$ cat config.mk
export PLATFORM = sky130hd
export DESIGN_NAME = neg_mean_sq_diff_similarity
export DESIGN_NICKNAME = d
export VERILOG_FILES = /design/src/hdl/nmsd_pkg.sv /design/src/hdl/neg_mean_sq_diff_similarity.sv /design/src/hdl/nmsd_div.sv
export SDC_FILE = /design/constraint.sdc
export NUM_CORES = 1
export LEC_CHECK = 0
export BUFFER_PORTS_ARGS = -buffer_cell sky130_fd_sc_hd__buf_2
export CORE_UTILIZATION = 45
export DETAILED_ROUTE_END_ITERATION = 10
export PLACE_DENSITY = 0.72
export SYNTH_ARGS = -nofsm -noshare
export SYNTH_HDL_FRONTEND = slang
export SYNTH_SLANG_ARGS = --single-unit
$ cat constraint.sdc
create_clock -name aclk -period 11.6 [get_ports aclk]
set_input_delay 0.58 -clock aclk [delete_from_list [all_inputs] [get_ports aclk]]
set_output_delay 0.58 -clock aclk [all_outputs]
set_load 0.01 [all_outputs]
$ cat src/hdl/nmsd_pkg.sv
// Shared constants and types for the mean squared difference similarity block.
`default_nettype none
package nmsd_pkg;

    localparam int RATING_W   = 4;
    localparam int SUM_W      = 19;
    localparam int CNT_W      = 13;
    localparam int SIM_W      = 14;
    localparam int FULL_W     = 5;
    localparam int PEN_W      = 7;
    localparam int CFG_DATA_W = 7;
    localparam int FRAC_BITS  = 8;
    localparam int MAX_PAIRS  = 4096;

    // Numerator holds sum plus penalty * (N - count); one carry bit above the sum.
    localparam int NUM_W      = SUM_W + 1;
    // (num << FRAC_BITS) / (den * 4) equals (num << (FRAC_BITS - 2)) / den.
    localparam int SCALE_SH   = FRAC_BITS - 2;
    localparam int DVD_W      = NUM_W + SCALE_SH;
    localparam int STEP_W     = $clog2(DVD_W + 1);

    localparam int CNT_FIELD_MAX = (1 << CNT_W) - 1;
    localparam int CNT_LIMIT_I   = (MAX_PAIRS < CNT_FIELD_MAX) ? MAX_PAIRS : CNT_FIELD_MAX;
    localparam logic [CNT_W-1:0] CNT_LIMIT = CNT_W'(CNT_LIMIT_I);
    localparam logic [SUM_W:0]   SUM_MAX   = {1'b0, {SUM_W{1'b1}}};
    localparam logic [SIM_W-1:0] SIM_MIN_MAG = SIM_W'(1 << (SIM_W - 1));

    localparam logic [FULL_W-1:0] FULL_RESET = FULL_W'(5);
    localparam logic [PEN_W-1:0]  PEN_RESET  = PEN_W'(16);

    // Register indexes on the configuration port
    localparam logic CFG_FULL_SUPPORT = 1'b0;
    localparam logic CFG_PENALTY      = 1'b1;

    typedef struct packed {
        logic               start;
        logic [DVD_W-1:0]   dividend;
        logic [CNT_W-1:0]   divisor;
    } div_req_t;

    typedef struct packed {
        logic               done;
        logic [DVD_W-1:0]   quotient;
    } div_rsp_t;

endpackage
`default_nettype wire

$ cat src/hdl/neg_mean_sq_diff_similarity.sv
// Negative mean squared difference similarity of two rating vectors.
//
// Input channel (s_*): one beat per item, rating_a in s_tdata[3:0], rating_b in
// s_tdata[7:4], half-star units, 0 = unrated; s_tlast marks the final pair.
// A pair with both ratings nonzero adds its squared difference (quarter units)
// to a saturating 19-bit sum and bumps the common count (saturates at 4096).
// Output channel (m_*): one beat per vector, after the tlast beat. m_tdata
// carries similarity (signed, 8 fractional bits, stars^2) and common_items;
// m_tuser is the defined flag (0 when no pair was common, similarity then 0).
// Throughput: one pair per cycle while accumulating. After the tlast beat the
// block passes through a setup state, the restoring divider (26 quotient bits
// of the scaled numerator, one per cycle, plus the done flag) and a state that
// loads the output register; s_tready is low throughout (the divider is skipped
// without common pairs); m_tvalid rises when it is loaded. The output
// register lets the next vector stream in while a result waits; a second result
// waits in the block (s_tready low) until m_tready.
// Reset (aresetn, synchronous, low) clears accumulators, drops any pending
// result and restores full_support_count = 5, missing_penalty = 16.
// Configuration: cfg_wr_en with cfg_index 0 = full_support_count[4:0],
// 1 = missing_penalty[6:0]; write only while the block is idle.
`default_nettype none
module neg_mean_sq_diff_similarity (
    input  wire logic                            aclk,
    input  wire logic                            aresetn,
    input  wire logic                            cfg_wr_en,
    input  wire logic                            cfg_index,
    input  wire logic [nmsd_pkg::CFG_DATA_W-1:0] cfg_wdata,
    input  wire logic                            s_tvalid,
    output      logic                            s_tready,
    input  wire logic [7:0]                      s_tdata,  // rating_a[3:0], rating_b[7:4]
    input  wire logic                            s_tlast,  // last_pair
    output      logic                            m_tvalid,
    input  wire logic                            m_tready,
    output      logic [31:0]                     m_tdata,  // similarity[13:0], common_items[26:14]
    output      logic                            m_tuser   // defined
);

    localparam logic [1:0] ST_IDLE = 2'd0;
    localparam logic [1:0] ST_PREP = 2'd1;
    localparam logic [1:0] ST_DIV  = 2'd2;
    localparam logic [1:0] ST_DONE = 2'd3;

    logic [1:0]                       state_reg, state_next;
    logic [nmsd_pkg::FULL_W-1:0]      full_reg;
    logic [nmsd_pkg::PEN_W-1:0]       pen_reg;
    logic [nmsd_pkg::SUM_W-1:0]       sum_reg, sum_next;
    logic [nmsd_pkg::CNT_W-1:0]       cnt_reg, cnt_next;
    logic [nmsd_pkg::SIM_W-1:0]       mag_reg, mag_next;
    logic                             m_valid_reg, m_valid_next;
    logic [nmsd_pkg::SIM_W-1:0]       m_sim_reg, m_sim_next;
    logic [nmsd_pkg::CNT_W-1:0]       m_cnt_reg, m_cnt_next;
    logic                             m_def_reg, m_def_next;

    logic                             in_beat;
    logic [nmsd_pkg::RATING_W-1:0]    rating_a, rating_b, diff;
    logic [2*nmsd_pkg::RATING_W-1:0]  diff_sq;
    logic [nmsd_pkg::SUM_W:0]         sum_add;
    logic                             use_mean;
    logic [nmsd_pkg::FULL_W-1:0]      missing;
    logic [nmsd_pkg::PEN_W+nmsd_pkg::FULL_W-1:0] pen_total;
    logic [nmsd_pkg::NUM_W-1:0]       num;
    logic                             out_free;

    nmsd_pkg::div_req_t               div_req;
    nmsd_pkg::div_rsp_t               div_rsp;

    assign rating_a = s_tdata[3:0];
    assign rating_b = s_tdata[7:4];
    assign s_tready = (state_reg == ST_IDLE);
    assign in_beat  = s_tvalid && s_tready;
    assign out_free = !m_valid_reg || m_tready;

    // Squared difference of one pair, then a saturating add into the sum
    assign diff    = (rating_a > rating_b) ? rating_a - rating_b : rating_b - rating_a;
    assign diff_sq = diff * diff;
    assign sum_add = {1'b0, sum_reg} + (nmsd_pkg::SUM_W + 1)'(diff_sq);

    // Numerator and divisor: plain mean at full support, else pad with penalty
    assign use_mean  = cnt_reg >= nmsd_pkg::CNT_W'(full_reg);
    assign missing   = full_reg - cnt_reg[nmsd_pkg::FULL_W-1:0];
    assign pen_total = pen_reg * missing;
    assign num       = use_mean ? nmsd_pkg::NUM_W'(sum_reg)
                                : nmsd_pkg::NUM_W'(sum_reg) + nmsd_pkg::NUM_W'(pen_total);

    always_comb begin
        state_next       = state_reg;
        sum_next         = sum_reg;
        cnt_next         = cnt_reg;
        mag_next         = mag_reg;
        m_valid_next     = m_valid_reg && !m_tready;
        m_sim_next       = m_sim_reg;
        m_cnt_next       = m_cnt_reg;
        m_def_next       = m_def_reg;
        div_req.start    = 1'b0;
        div_req.dividend = {num, {nmsd_pkg::SCALE_SH{1'b0}}};
        div_req.divisor  = use_mean ? cnt_reg : nmsd_pkg::CNT_W'(full_reg);
        case (state_reg)
            ST_IDLE: begin
                if (in_beat) begin
                    if (rating_a != '0 && rating_b != '0) begin
                        sum_next = (sum_add > nmsd_pkg::SUM_MAX) ? nmsd_pkg::SUM_MAX[nmsd_pkg::SUM_W-1:0]
                                                                 : sum_add[nmsd_pkg::SUM_W-1:0];
                        if (cnt_reg < nmsd_pkg::CNT_LIMIT) begin
                            cnt_next = cnt_reg + 1'b1;
                        end
                    end
                    if (s_tlast) begin
                        state_next = ST_PREP;
                    end
                end
            end
            ST_PREP: begin
                // No common pairs: skip the divider, report undefined
                mag_next = '0;
                if (cnt_reg == '0) begin
                    state_next = ST_DONE;
                end else begin
                    div_req.start = 1'b1;
                    state_next    = ST_DIV;
                end
            end
            ST_DIV: begin
                if (div_rsp.done) begin
                    mag_next = (div_rsp.quotient > nmsd_pkg::DVD_W'(nmsd_pkg::SIM_MIN_MAG))
                             ? nmsd_pkg::SIM_MIN_MAG
                             : div_rsp.quotient[nmsd_pkg::SIM_W-1:0];
                    state_next = ST_DONE;
                end
            end
            ST_DONE: begin
                // Hold until the output register frees, then clear the accumulators
                if (out_free) begin
                    m_valid_next = 1'b1;
                    m_sim_next   = nmsd_pkg::SIM_W'(~mag_reg + 1'b1);
                    m_cnt_next   = cnt_reg;
                    m_def_next   = cnt_reg != '0;
                    sum_next     = '0;
                    cnt_next     = '0;
                    state_next   = ST_IDLE;
                end
            end
            default: begin
                state_next = ST_IDLE;
            end
        endcase
    end

    always_ff @(posedge aclk) begin
        if (!aresetn) begin
            state_reg   <= ST_IDLE;
            sum_reg     <= '0;
            cnt_reg     <= '0;
            m_valid_reg <= 1'b0;
            full_reg    <= nmsd_pkg::FULL_RESET;
            pen_reg     <= nmsd_pkg::PEN_RESET;
        end else begin
            state_reg   <= state_next;
            sum_reg     <= sum_next;
            cnt_reg     <= cnt_next;
            m_valid_reg <= m_valid_next;
            if (cfg_wr_en) begin
                if (cfg_index == nmsd_pkg::CFG_FULL_SUPPORT) begin
                    full_reg <= cfg_wdata[nmsd_pkg::FULL_W-1:0];
                end
                if (cfg_index == nmsd_pkg::CFG_PENALTY) begin
                    pen_reg <= cfg_wdata[nmsd_pkg::PEN_W-1:0];
                end
            end
        end
        mag_reg   <= mag_next;
        m_sim_reg <= m_sim_next;
        m_cnt_reg <= m_cnt_next;
        m_def_reg <= m_def_next;
    end

    nmsd_div u_div (
        .aclk    (aclk),
        .aresetn (aresetn),
        .req     (div_req),
        .rsp     (div_rsp)
    );

    assign m_tvalid = m_valid_reg;
    assign m_tdata  = {5'b0, m_cnt_reg, m_sim_reg};
    assign m_tuser  = m_def_reg;

endmodule
`default_nettype wire

$ cat src/hdl/nmsd_div.sv
// Restoring divider, one quotient bit per cycle.
`default_nettype none
module nmsd_div (
    input  wire logic              aclk,
    input  wire logic              aresetn,
    input  wire nmsd_pkg::div_req_t req,
    output      nmsd_pkg::div_rsp_t rsp
);

    logic [nmsd_pkg::DVD_W-1:0]  qd_reg, qd_next;
    logic [nmsd_pkg::CNT_W-1:0]  rem_reg, rem_next;
    logic [nmsd_pkg::CNT_W-1:0]  den_reg, den_next;
    logic [nmsd_pkg::STEP_W-1:0] step_reg, step_next;
    logic                        busy_reg, busy_next;
    logic                        done_reg, done_next;
    logic [nmsd_pkg::CNT_W:0]    trial;
    logic                        fits;

    // Shift the next dividend bit into the partial remainder and trial-subtract.
    assign trial = {rem_reg, qd_reg[nmsd_pkg::DVD_W-1]};
    assign fits  = trial >= {1'b0, den_reg};

    always_comb begin
        qd_next   = qd_reg;
        rem_next  = rem_reg;
        den_next  = den_reg;
        step_next = step_reg;
        busy_next = busy_reg;
        done_next = 1'b0;
        if (req.start) begin
            qd_next   = req.dividend;
            rem_next  = '0;
            den_next  = req.divisor;
            step_next = nmsd_pkg::STEP_W'(nmsd_pkg::DVD_W);
            busy_next = 1'b1;
        end else if (busy_reg) begin
            rem_next  = fits ? nmsd_pkg::CNT_W'(trial - {1'b0, den_reg})
                             : trial[nmsd_pkg::CNT_W-1:0];
            qd_next   = {qd_reg[nmsd_pkg::DVD_W-2:0], fits};
            step_next = step_reg - 1'b1;
            if (step_reg == nmsd_pkg::STEP_W'(1)) begin
                busy_next = 1'b0;
                done_next = 1'b1;
            end
        end
    end

    always_ff @(posedge aclk) begin
        if (!aresetn) begin
            busy_reg <= 1'b0;
            done_reg <= 1'b0;
            step_reg <= '0;
        end else begin
            busy_reg <= busy_next;
            done_reg <= done_next;
            step_reg <= step_next;
        end
        qd_reg  <= qd_next;
        rem_reg <= rem_next;
        den_reg <= den_next;
    end

    assign rsp.done     = done_reg;
    assign rsp.quotient = qd_reg;

endmodule
`default_nettype wire

==> summary.txt, run 1 <==
Clocking
  – Htree depth: 4
  – Inserted Clock Buffers: 17
  – Post-CTS setup buffer count: 0
  – Reg clk slew, reported paths: 0.06 ns
  – Number of sinks on the clock net: 148
  – Post_cts resized: 0
  – Buffers from clock root to sink, at most: 2
  – Buffer cell driving the clock tree root: clkbuf_16
  – Hold buffer count at cts: 0
  – Clock tree from TritonCTS: yes
  – Worst skew pair latency: 0.43 ns

Worst setup path
  – Reg-to-reg startpoint: cnt_reg[0]
  – Crit. Startpoint: cnt_reg[0]
  – Worst endpoint data arrival time: 5.75 ns
  – Slowest cell delay on critical path: 0.54 ns
  – Worst path cell trace: ha_1 -> inv_1 -> fa_1 -> a21o_1 -> a21oi_1 -> xnor2_1 -> nand2_1 -> fa_1 -> fa_1 -> fa_1 -> inv_1 -> ha_1 -> o21a_1 -> a211oi_1 -> o21bai_1 -> a21oi_1 -> nor3_1 -> xnor2_1 -> o21ai_0
  – Cell count of the worst reg-to-reg path: 19
  – Most common cell on crit path: fa_1
  – CP Capture Type: flop
  – Bufs and invs on worst path: 2
  – Highest fanout seen on the critical path: 7
  – CP max stage cell: fa_1
  – Req. time, crit path: 11.75 ns
  – Dominant delay contributor by cell family on the critical path: adder cells
  – Crit path depth: 19
  – Worst Path Class, Setup: flop to flop
  – Type of element launching the critical path: flop

Finish
  – Post-route insts no fill: 1,315
  – Layout Cell Area excl Fill: 0.01058 mm2
  – Reg area: 0.003715 mm2
  – Antenna Cells: 0
  – Number of filler instances in the final layout: 1,860
  – Flip-flop count of the largest register after layout: 26
  – Synth-to-Final Area Change: 11.25%
  – Layout cell share with drive strength beyond 1: 9.665%
  – Final net count: 1,158
  – Total area of multi-input combinational cells: 0.005298 mm2

Global routing
  – Via count of the first global-routing pass: 7,068
  – Initial antenna violation count: 0
  – First-pass GRT wire length: 34,730 um
  – Total routing resource utilization after global routing: 20.05%
  – Largest net degree at the start of global routing: 58
  – Leftover overflow at the end of global routing: 0

Outcome
  – Run status: finished, final reports clean

Drt
  – Drt first-iter violations: 406
  – Average wire length per cell after detail routing: 15.75 um
  – Antenna violation net count after detailed routing: 0
  – Number of remaining DRC errors: 0
  – Highest metal layer used by the detailed router: met4
  – Detailed Route WL: 20,710 um
  – Router iterations before antenna repair: 7
  – Via density per instance: 5.557
  – Met1 Routed Length: 9362 um
  – Routed wire length on met3: 1103 um
  – Via total after detailed routing: 7,307
  – Routed wl met2: 9589 um

Floorplan
  – Area of the die: 0.02172 mm2
  – Placeable core area: 0.02049 mm2
  – Die outline width: 147.4 um
  – Standard-cell rows: 52
  – Starting Density: 46.41%
  – Overall die height: 147.4 um
  – I/O Pins: 57

Logic synthesis
  – Number of distinct library cells after synthesis: 69
  – Register bit total from synthesis: 148
  – Dominant cells by area after synthesis: edfxtp_1 24%, dfxtp_1 15%, ha_1 9.5%
  – Complex-gate fraction of the synthesized area: 15.51%
  – Count of synthesis-stage warnings from yosys: 0
  – Cells after Synth: 1,000
  – Mean post-synth cell area: 9.512 um2
  – Main combinational cell family by area after synthesis: simple AND/OR/NAND/NOR gates
  – Portion of the post-synthesis area used by sequential elements: 39.04%
  – Most repeated cell in the gate-level netlist after synthesis: nand2_1
  – Post-synthesis mux area share: 2.210%
  – Post-synth EDFFs: 75
  – Synthesized area: 0.009512 mm2
  – Adder and majority gate portion of the synthesized area: 16.21%
  – Simple-gate portion of the synthesized area: 16.39%
  – Share of Yosys cell area claimed by the top area cell type: 23.68%
  – Async SR Flop Fraction: 0%
  – Leading cell types by count after synthesis: 82 x nand2_1, 81 x inv_1, 75 x edfxtp_1
  – Yosys top cell by area: edfxtp_1
  – Predominant post-synthesis flop cell: edfxtp_1
  – XOR/XNOR share of the synthesized area: 5.157%

Timing
  – Worst Max-Slew Pin Slew: 1.071 ns
  – Final cycle utilization of the critical path: 48.30%
  – Setup repair after global routing missed its margin: false
  – Max-slew violations: 0
  – Max frequency: 0.1785 GHz
  – Accumulated negative setup slack: 0 ns
  – Crit path time final: 5.603 ns
  – Final number of setup-violating endpoints: 0
  – Clk_skew: 0.01013 ns
  – Final hold violation count: 0
  – Max-Slew Margin vs Limit: 28.61%

Place
  – Post-detail-place hpwl: 15,680 um
  – Standard cell area after detailed placement: 0.009966 mm2
  – Cells after DPL: 1,283
  – Weighted congestion at the end of routability-driven global placement: 0.8585
  – I/O Buffers: 51

Hold path
  – Kind of path behind the tightest hold check: primary input to flop
  – Count of cells along the worst hold path: 3
  – Worst Hold Launch: cfg_wdata[6]

Job
  – Max Cap Violations: 0

Power
  – Leakage power: 4.402 nW
  – Pwr/cell area: 217.4 mW/mm2
  – IR drop worst, VDD: 0.1376 mV
==> worst register-to-register path, delay by kind of cell, from the launching register on <==
family                   cells  cell delay [ns]
AO/OA/AOI/OAI                7             1.55
adder cells (fa/ha/maj)      6             2.52
buffers and inverters        2             0.10
XOR/XNOR                     2             0.43
AND/OR/NAND/NOR              2             0.26
flip-flops                   1             0.45
==> cell families (layout without fill, tap and decap cells) <==
group                      count (synthesis)  after routing
buffers and inverters                    131            172
xor gates and xnor gates                  56             56
DFF                                      148            148
muxes                                     21             21
other                                      1              5
and+or+nand+nor                          315            315
AOI/OAI and AO/OA                        224            224
adders and majority gates                104            104
==> layout by cell type (no fill, tap or decap), drive strengths merged, types with 6 or more instances in the layout <==
| cell | instances |
|---|---|
| a211oi | 14 |
| a21boi | 18 |
| a21o | 16 |
| a21oi | 49 |
| a31oi | 8 |
| and2 | 26 |
| buf | 58 |
| clkbuf | 17 |
| clkinv | 6 |
| dfxtp | 73 |
| edfxtp | 75 |
| fa | 32 |
| ha | 72 |
| inv | 88 |
| mux2i | 21 |
| nand2 | 82 |
| nand2b | 8 |
| nand3 | 42 |
| nand4 | 8 |
| nor2 | 64 |
| nor2b | 21 |
| nor3 | 26 |
| nor4 | 17 |
| o21a | 14 |
| o21ai | 63 |
| xnor2 | 36 |
| xor2 | 20 |
==> area by class of cell <==
class	instances	area share, %
Tap cell	270	3.193
Clock buffer	17	4.020
Timing Repair Buffer	58	2.909
Multi-Input combinational cell	725	50.07
Clock inverter	15	1.797
Sequential cell	148	35.11
Inverter	82	2.909
==> path summary, 6_finish.rpt <==
path	end	slack, ns
setup / recovery	u_div.qd_reg[23]	6.00
hold / removal	pen_reg[6]	0.42
setup reg to reg	u_div.qd_reg[23]	6.00
hold reg to reg	u_div.rem_reg[11]	0.51
==> where the power goes <==
| group | total [mW] | switching [mW] | leakage, nW | internal, mW |
|---|---|---|---|---|
| Sequential | 0.805 | 0.114 | 1.30 | 0.690 |
| Combinational | 0.928 | 0.547 | 2.80 | 0.381 |
| Clock | 0.568 | 0.241 | 0.298 | 0.327 |
| Total | 2.30 | 0.902 | 4.40 | 1.40 |
==> per-stage QoR <==
step / util (%) / power, mW / hold WS, ns / setup slack [ns]
2_1_floorplan: - / 1.503 / 0.4545 / 6.559
3_3_place_gp: 48.63 / 1.707 / 0.4900 / 6.213
3_5_place_dp: 48.63 / 1.734 / 0.4981 / 6.077
4_1_cts: 51.63 / 2.308 / 0.4044 / 6.026
5_1_grt: 51.63 / 2.465 / 0.4255 / 5.594
6_report: 51.63 / 2.301 / 0.4180 / 5.997
==> routing by layer <==
layer	vias to the layer above	track usage, %
li1	3588	-
met1	3405	25.93
met2	258	33.25
met3	56	3.426
met4	0	8.247
met5	-	0
Note: power is estimated with default switching activity, not from simulation.
==> inputs of run 2 (changes only) <==
--- a/config.mk
+++ b/config.mk
@@ -8,7 +8,7 @@
 export BUFFER_PORTS_ARGS = -buffer_cell sky130_fd_sc_hd__buf_2
 export CORE_UTILIZATION = 45
 export DETAILED_ROUTE_END_ITERATION = 10
-export PLACE_DENSITY = 0.72
+export PLACE_DENSITY = 0.74
 export SYNTH_ARGS = -nofsm -noshare
 export SYNTH_HDL_FRONTEND = slang
 export SYNTH_SLANG_ARGS = --single-unit
==> constraint.sdc (replaced) <==
create_clock -name aclk -period 4.9 [get_ports aclk]
set_input_delay 0.245 -clock aclk [delete_from_list [all_inputs] [get_ports aclk]]
set_output_delay 0.245 -clock aclk [all_outputs]
set_load 0.01 [all_outputs]
==> run 2 against run 1 <==
  * The flow now finishes with violations (setup timing)
  * Largest power group unchanged
  * Non-clock buffer count grew 37
  * Cell area grew 4.8%
  * Register-to-register slack lost 6.0 ns
==> summary.txt, run 2 (same netlist as run 1, synthesis figures left out) <==
Power
  – Internal cell power: 3.530 mW (+150%)
  – Psw: 2.233 mW (+150%)
  – Sequential cell fraction of total power: 32.9% (-2.1 points)
  – IR drop worst, VDD: 0.2679 mV (+95%)
  – Clock Power Share: 22.4% (-2.3 points)
  – Leakage power: 4.601 nW (+4.5%)
  – Total power after layout: 5.762 mW (+150%)
  – Pwr/cell area: 519.8 mW/mm2 (+140%)
  – Proportion of total power due to net switching: 38.74% (-0.48 points)
  – Share of power burned in combinational logic: 44.7% (+4.4 points)

Timing
  – Max-Slew Margin vs Limit: 28.19% (-0.42 points)
  – Max-slew violations: 0 (unchanged)
  – Accumulated negative setup slack: -0.05541 ns (-0.05541 ns)
  – Crit path time final: 4.943 ns (-0.6607 ns)
  – Setup repair after global routing missed its margin: true
  – Final number of setup-violating endpoints: 2 (+2)
  – Worst-case hold slack: 0.08878 ns (-0.3292 ns)
  – Final hold violation count: 0 (unchanged)
  – Clk_skew: 0.008798 ns (-0.001330 ns)
  – Final cycle utilization of the critical path: 100.9% (+53 points)
  – Worst Max-Slew Pin Slew: 1.077 ns (+0.006271 ns)
  – Setup slack after layout: -0.04257 ns (-6.039 ns)
  – Max frequency: 0.2023 GHz (+13%)

Finish
  – Most common library cell in the layout ignoring fill and taps: nand2_1
  – Synth-to-Final Area Change: 16.55%
  – Post-layout util: 54.09% (+2.5 points)
  – Layout cell share with drive strength beyond 1: 16.17% (+6.5 points)
  – Antenna Cells: 0 (unchanged)
  – Final net count: 1,195 (+3.2%)
  – Number of filler instances in the final layout: 1,774 (-4.6%)
  – Top library cells by usage in the layout, fill and taps aside: 80 x nand2_1, 77 x inv_1, 75 x edfxtp_1
  – Layout Cell Area excl Fill: 0.01109 mm2 (+4.8%)
  – Post-route insts no fill: 1,352 (+2.8%)
  – Flip-flop count of the largest register after layout: 26 (unchanged)

Worst setup path
  – Req. time, crit path: 5.10 ns (-6.65 ns)
  – Highest fanout seen on the critical path: 7 (unchanged)
  – Worst Path Class, Setup: flop to flop
  – Reg2Reg Capture Point: u_div.qd_reg[17]
  – Reg-to-reg startpoint: full_reg[0]
  – CP Capture Type: flop
  – FF-to-FF setup slack: -0.04 ns (-6.04 ns)
  – Worst endpoint data arrival time: 5.14 ns (-0.61 ns)
  – Cell count of the worst reg-to-reg path: 19 (unchanged)
  – Type of element launching the critical path: flop

Floorplan
  – I/O Pins: 57 (unchanged)
  – Overall die height: 147.4 um (unchanged)
  – Placeable core area: 0.02049 mm2 (unchanged)
  – Starting Density: 46.41% (unchanged)
  – Standard-cell rows: 52 (unchanged)
  – Area of the die: 0.02172 mm2 (unchanged)
  – Die outline width: 147.4 um (unchanged)

Global routing
  – Largest net degree at the start of global routing: 58 (unchanged)
  – First-pass GRT wire length: 35,380 um (+1.8%)
  – Leftover overflow at the end of global routing: 0 (unchanged)
  – Initial antenna violation count: 0 (unchanged)
  – Via count of the first global-routing pass: 7,237 (+2.4%)
  – Total routing resource utilization after global routing: 20.59% (+0.54 points)

Place
  – Standard cell area after detailed placement: 0.01024 mm2 (+2.8%)
  – Post-detail-place hpwl: 15,690 um (about the same)
  – Cells after DPL: 1,317 (+2.7%)
  – Weighted congestion at the end of routability-driven global placement: 0.8694 (+1.3%)
  – I/O Buffers: 51 (unchanged)
  – Post-placement setup slack: -0.2633 ns (-6.340 ns)

Drt
  – Detailed Route WL: 21,690 um (+4.8%)
  – Antenna violation net count after detailed routing: 0 (unchanged)
  – Via total after detailed routing: 7,452 (+2.0%)
  – Number of remaining DRC errors: 0 (unchanged)
  – Average wire length per cell after detail routing: 16.05 um (+1.9%)
  – Drt first-iter violations: 479 (+18%)
  – Via density per instance: 5.512 (-0.81%)
  – Router iterations before antenna repair: 5 (-2)

Clocking
  – Worst skew pair latency: 0.42 ns (about the same)
  – Number of sinks on the clock net: 148 (unchanged)
  – Inserted Clock Buffers: 17 (unchanged)
  – Hold buffer count at cts: 0 (unchanged)
  – Htree depth: 4 (unchanged)
  – Reg clk slew, reported paths: 0.06 ns (about the same)
  – Clock tree from TritonCTS: yes
  – Buffer cell driving the clock tree root: clkbuf_16
  – Buffers from clock root to sink, at most: 2 (unchanged)

Hold path
  – Worst Hold Launch: cfg_wdata[6]
  – Count of cells along the worst hold path: 3 (unchanged)
  – Kind of path behind the tightest hold check: primary input to flop
  – Hold worst-path end: pen_reg[6]

Outcome
  – Violated checks: setup timing
  – Run status: finished with violations

Job
  – Max Cap Violations: 0 (unchanged)
-- run 2: power groups by stage --
| stage | clock network [mW] | logic, mW | registers, mW |
|---|---|---|---|
| global route | 1.36 | 2.88 | 1.93 |
| detailed placement | 0 | 2.34 | 1.92 |
| floorplan | 0 | 1.75 | 1.82 |
| finish | 1.29 | 2.58 | 1.90 |
| CTS | 1.30 | 2.42 | 1.89 |
| global placement | 0 | 2.29 | 1.91 |
-- run 2: what timing repair did --
item,in CTS,in global routing
setup endpoints to repair,9,12
pin swaps,28,19
hold endpoints to repair,0,0
gates resized for setup,17,36
setup buffers,0,3
-- run 2: cell type report --
class	instances	area [um2]	share of cell area, %
Inverter	82	307.8	2.777
Clock buffer	21	471.7	4.255
Multi-Input combinational cell	725	5540	49.98
Clock inverter	11	117.6	1.061
Timing Repair Buffer	95	593.1	5.350
Tap cell	270	337.8	3.047
Sequential cell	148	3717	33.53
-- run 2: worst max path at each step --
stage | start | endpoint | slack (ns) | cells after the start
2_1_floorplan | cnt_reg[0] | u_div.qd_reg[21] | 0.04 | 19
5_1_grt | full_reg[0] | u_div.qd_reg[21] | -0.19 | 20
3_5_place_dp | full_reg[0] | u_div.qd_reg[21] | -0.26 | 20
6_report | full_reg[0] | u_div.qd_reg[17] | -0.04 | 19
4_1_cts | full_reg[0] | u_div.qd_reg[21] | 0.007 | 20
3_3_place_gp | full_reg[0] | u_div.qd_reg[22] | -0.11 | 20
-- run 2: critical path: stages (launching register included) --
cell and delay, ns:
dfxtp_2 0.32, inv_2 0.08, ha_4 0.14, inv_2 0.04
fa_2 0.33, a21o_1 0.19, a21oi_4 0.19, xnor2_4 0.19
nand2_2 0.11, fa_1 0.54, inv_1 0.05, fa_1 0.54
fa_1 0.45, ha_4 0.31, o21a_1 0.20, a211oi_4 0.09
a2111oi_0 0.37, nor2_1 0.10, xor2_1 0.15, o311ai_0 0.33
-- run 2: metal layers --
layer	share of wire, %	GRT usage [%]
met3	5.3	4.074
met1	44	25.86
met4	2.1	7.371
met2	48	35.14
met5	0	0
==> inputs of run 3 (changes only) <==
--- a/config.mk
+++ b/config.mk
@@ -9,6 +9,7 @@
 export CORE_UTILIZATION = 45
 export DETAILED_ROUTE_END_ITERATION = 10
 export PLACE_DENSITY = 0.74
+export SKIP_CTS_REPAIR_TIMING = 1
 export SYNTH_ARGS = -nofsm -noshare
 export SYNTH_HDL_FRONTEND = slang
 export SYNTH_SLANG_ARGS = --single-unit
==> run 3 against run 2 <==
  * The flow still finishes with violations (setup timing)
  * Core utilization decreased by 0.35 points
  * First-iteration DRC count fell by 10%
  * Die area is the same
  * Maximum frequency fell by 0.44%
  * Clock skew about the same
  * Highest routed layer unchanged
==> summary.txt, run 3 (same netlist as run 1, synthesis figures left out) <==
Worst setup path
  – Slowest cell delay on critical path: 0.55 ns (about the same)
  – Bufs and invs on worst path: 3 (unchanged)
  – Dominant delay contributor by cell family on the critical path: adder cells
  – Worst endpoint data arrival time: 5.11 ns (-0.03 ns)
  – Req. time, crit path: 5.05 ns (-0.05 ns)
  – CP max stage cell: fa_1
  – Highest fanout seen on the critical path: 7 (unchanged)
  – Worst Path Class, Setup: flop to flop
  – Type of element launching the critical path: flop
  – CP Capture Type: flop
  – Worst path cell trace: inv_2 -> ha_4 -> inv_2 -> fa_2 -> a21o_1 -> a21oi_4 -> xnor2_4 -> nand2_1 -> fa_1 -> fa_1 -> fa_1 -> inv_2 -> ha_4 -> a211o_1 -> a211oi_2 -> o21bai_1 -> a21oi_2 -> nor3_2 -> xnor2_1 -> o21ai_1

Place
  – Weighted congestion at the end of routability-driven global placement: 0.8694 (unchanged)
  – Post-detail-place hpwl: 15,690 um (unchanged)
  – Standard cell area after detailed placement: 0.01024 mm2 (unchanged)
  – I/O Buffers: 51 (unchanged)
  – Cells after DPL: 1,317 (unchanged)

Power
  – Psw: 2.203 mW (-1.3%)
  – Proportion of total power due to net switching: 38.67% (-0.077 points)
  – Sequential cell fraction of total power: 33.3% (+0.4 points)
  – Internal cell power: 3.495 mW (-0.99%)
  – Pwr/cell area: 517.4 mW/mm2 (-0.47%)
  – Clock Power Share: 22.6% (+0.2 points)
  – Leakage power: 4.590 nW (-0.26%)
  – Total power after layout: 5.698 mW (-1.1%)
  – Share of power burned in combinational logic: 44.1% (-0.6 points)
  – IR drop worst, VDD: 0.2683 mV (+0.17%)

Global routing
  – Leftover overflow at the end of global routing: 0 (unchanged)
  – First-pass GRT wire length: 35,080 um (-0.84%)
  – Initial antenna violation count: 0 (unchanged)
  – Total routing resource utilization after global routing: 20.43% (-0.16 points)
  – Largest net degree at the start of global routing: 58 (unchanged)
  – Via count of the first global-routing pass: 7,176 (-0.84%)

Floorplan
  – Standard-cell rows: 52 (unchanged)
  – I/O Pins: 57 (unchanged)
  – Starting Density: 46.41% (unchanged)
  – Overall die height: 147.4 um (unchanged)
  – Placeable core area: 0.02049 mm2 (unchanged)
  – Die outline width: 147.4 um (unchanged)
  – Area of the die: 0.02172 mm2 (unchanged)

Clocking
  – Clock tree from TritonCTS: yes
  – Htree depth: 4 (unchanged)
  – Buffers from clock root to sink, at most: 2 (unchanged)
  – Reg clk slew, reported paths: 0.06 ns (about the same)
  – Buffer cell driving the clock tree root: clkbuf_16
  – Worst skew pair latency: 0.43 ns (about the same)
  – Number of sinks on the clock net: 148 (unchanged)
  – Inserted Clock Buffers: 17 (unchanged)

Drt
  – Routed wire length on met3: 1153 um (-0.35%)
  – Via density per instance: 5.464 (-0.86%)
  – Drt first-iter violations: 431 (-10%)
  – Met1 Routed Length: 9509 um (-0.99%)
  – Routed wl met2: 10,390 um (-0.75%)
  – Detailed Route WL: 21,520 um (-0.80%)
  – Antenna violation net count after detailed routing: 0 (unchanged)
  – Average wire length per cell after detail routing: 15.92 um (-0.80%)
  – Number of remaining DRC errors: 0 (unchanged)
  – Router iterations before antenna repair: 5 (unchanged)
  – Via total after detailed routing: 7,388 (-0.86%)
  – Highest metal layer used by the detailed router: met4

Timing
  – Accumulated negative setup slack: -0.1123 ns (-0.05686 ns)
  – Max frequency: 0.2014 GHz (-0.44%)
  – Max-Slew Margin vs Limit: 27.64% (-0.55 points)
  – Worst Max-Slew Pin Slew: 1.085 ns (+0.008253 ns)
  – Crit path time final: 4.965 ns (+0.02204 ns)
  – Final cycle utilization of the critical path: 101.3% (+0.45 points)
  – Final hold violation count: 0 (unchanged)
  – Max-slew violations: 0 (unchanged)
  – Clk_skew: 0.009030 ns (+0.0002327 ns)
  – Setup repair after global routing missed its margin: true
  – Setup slack after layout: -0.06461 ns (-0.02204 ns)
  – Final number of setup-violating endpoints: 3 (+1)

Finish
  – Top library cells by usage in the layout, fill and taps aside: 78 x inv_1, 78 x nand2_1, 75 x edfxtp_1
  – Post-route insts no fill: 1,352 (unchanged)
  – Synth-to-Final Area Change: 15.80%
  – Layout Cell Area excl Fill: 0.01101 mm2 (-0.64%)
  – Flip-flop count of the largest register after layout: 26 (unchanged)
  – Antenna Cells: 0 (unchanged)
  – Final net count: 1,195 (unchanged)
  – Number of filler instances in the final layout: 1,794 (+1.1%)
  – Layout cell share with drive strength beyond 1: 15.71% (-0.46 points)

Hold path
  – Kind of path behind the tightest hold check: primary input to flop

Outcome
  – Violated checks: setup timing
  – Run status: finished with violations

Job
  – Max Cap Violations: 0 (unchanged)
[run 3: layout make-up]
cell class	instances	area, um2	share of cell area, %
Sequential cell	148	3717	33.75
Multi-Input combinational cell	725	5477	49.72
Tap cell	270	337.8	3.067
Clock buffer	21	471.7	4.283
Inverter	82	307.8	2.795
Clock inverter	11	117.6	1.068
Timing Repair Buffer	95	585.6	5.316
[run 3: metrics by stage]
step | hold WS [ns] | worst slack (ns) | utilization [%]
final | 0.09062 | -0.06461 | 53.74
after global routing | 0.1146 | -0.2626 | 53.74
after CTS | 0.08252 | -0.2730 | 52.86
after detailed placement | 0.5003 | -0.2633 | 49.98
after global placement | 0.4900 | -0.1119 | 49.98
after floorplan | 0.3836 | 0.03647 | -
[run 3: path summary, 6_finish.rpt]
kind | startpoint | to | slack [ns] | cells after the start
setup reg to reg | full_reg[0] | u_div.qd_reg[21] | -0.06 | 20
hold / removal | cfg_wdata[6] | pen_reg[6] | 0.09 | 3
hold reg to reg | u_div.rem_reg[10] | u_div.rem_reg[11] | 0.50 | 2
setup / recovery | full_reg[0] | u_div.qd_reg[21] | -0.06 | 20
[run 3: metal layers]
layer  GRT usage, %  up-vias
met1          25.84     3502
li1               -     3666
met3          4.043       37
met4          7.216        0
met2          34.69      183
met5              0        -
[run 3: worst reg2reg max path: stages, from the launching register on]
cell and delay (ns):
dfxtp_2 0.32, inv_2 0.07, ha_4 0.13, inv_2 0.04, fa_2 0.35, a21o_1 0.21, a21oi_4 0.18, xnor2_4 0.20
nand2_1 0.13, fa_1 0.55, fa_1 0.45, fa_1 0.54, inv_2 0.05, ha_4 0.16, a211o_1 0.27, a211oi_2 0.30
o21bai_1 0.11, a21oi_2 0.28, nor3_2 0.09, xnor2_1 0.18, o21ai_1 0.08
[run 3: power by group through the flow]
stage                     clock network, mW  logic (mW)  registers [mW]
after floorplan                           0        1.75            1.82
after global placement                    0        2.29            1.91
after detailed placement                  0        2.34            1.92
after CTS                              1.30        2.36            1.89
after global routing                   1.36        2.81            1.93
final                                  1.29        2.51            1.90
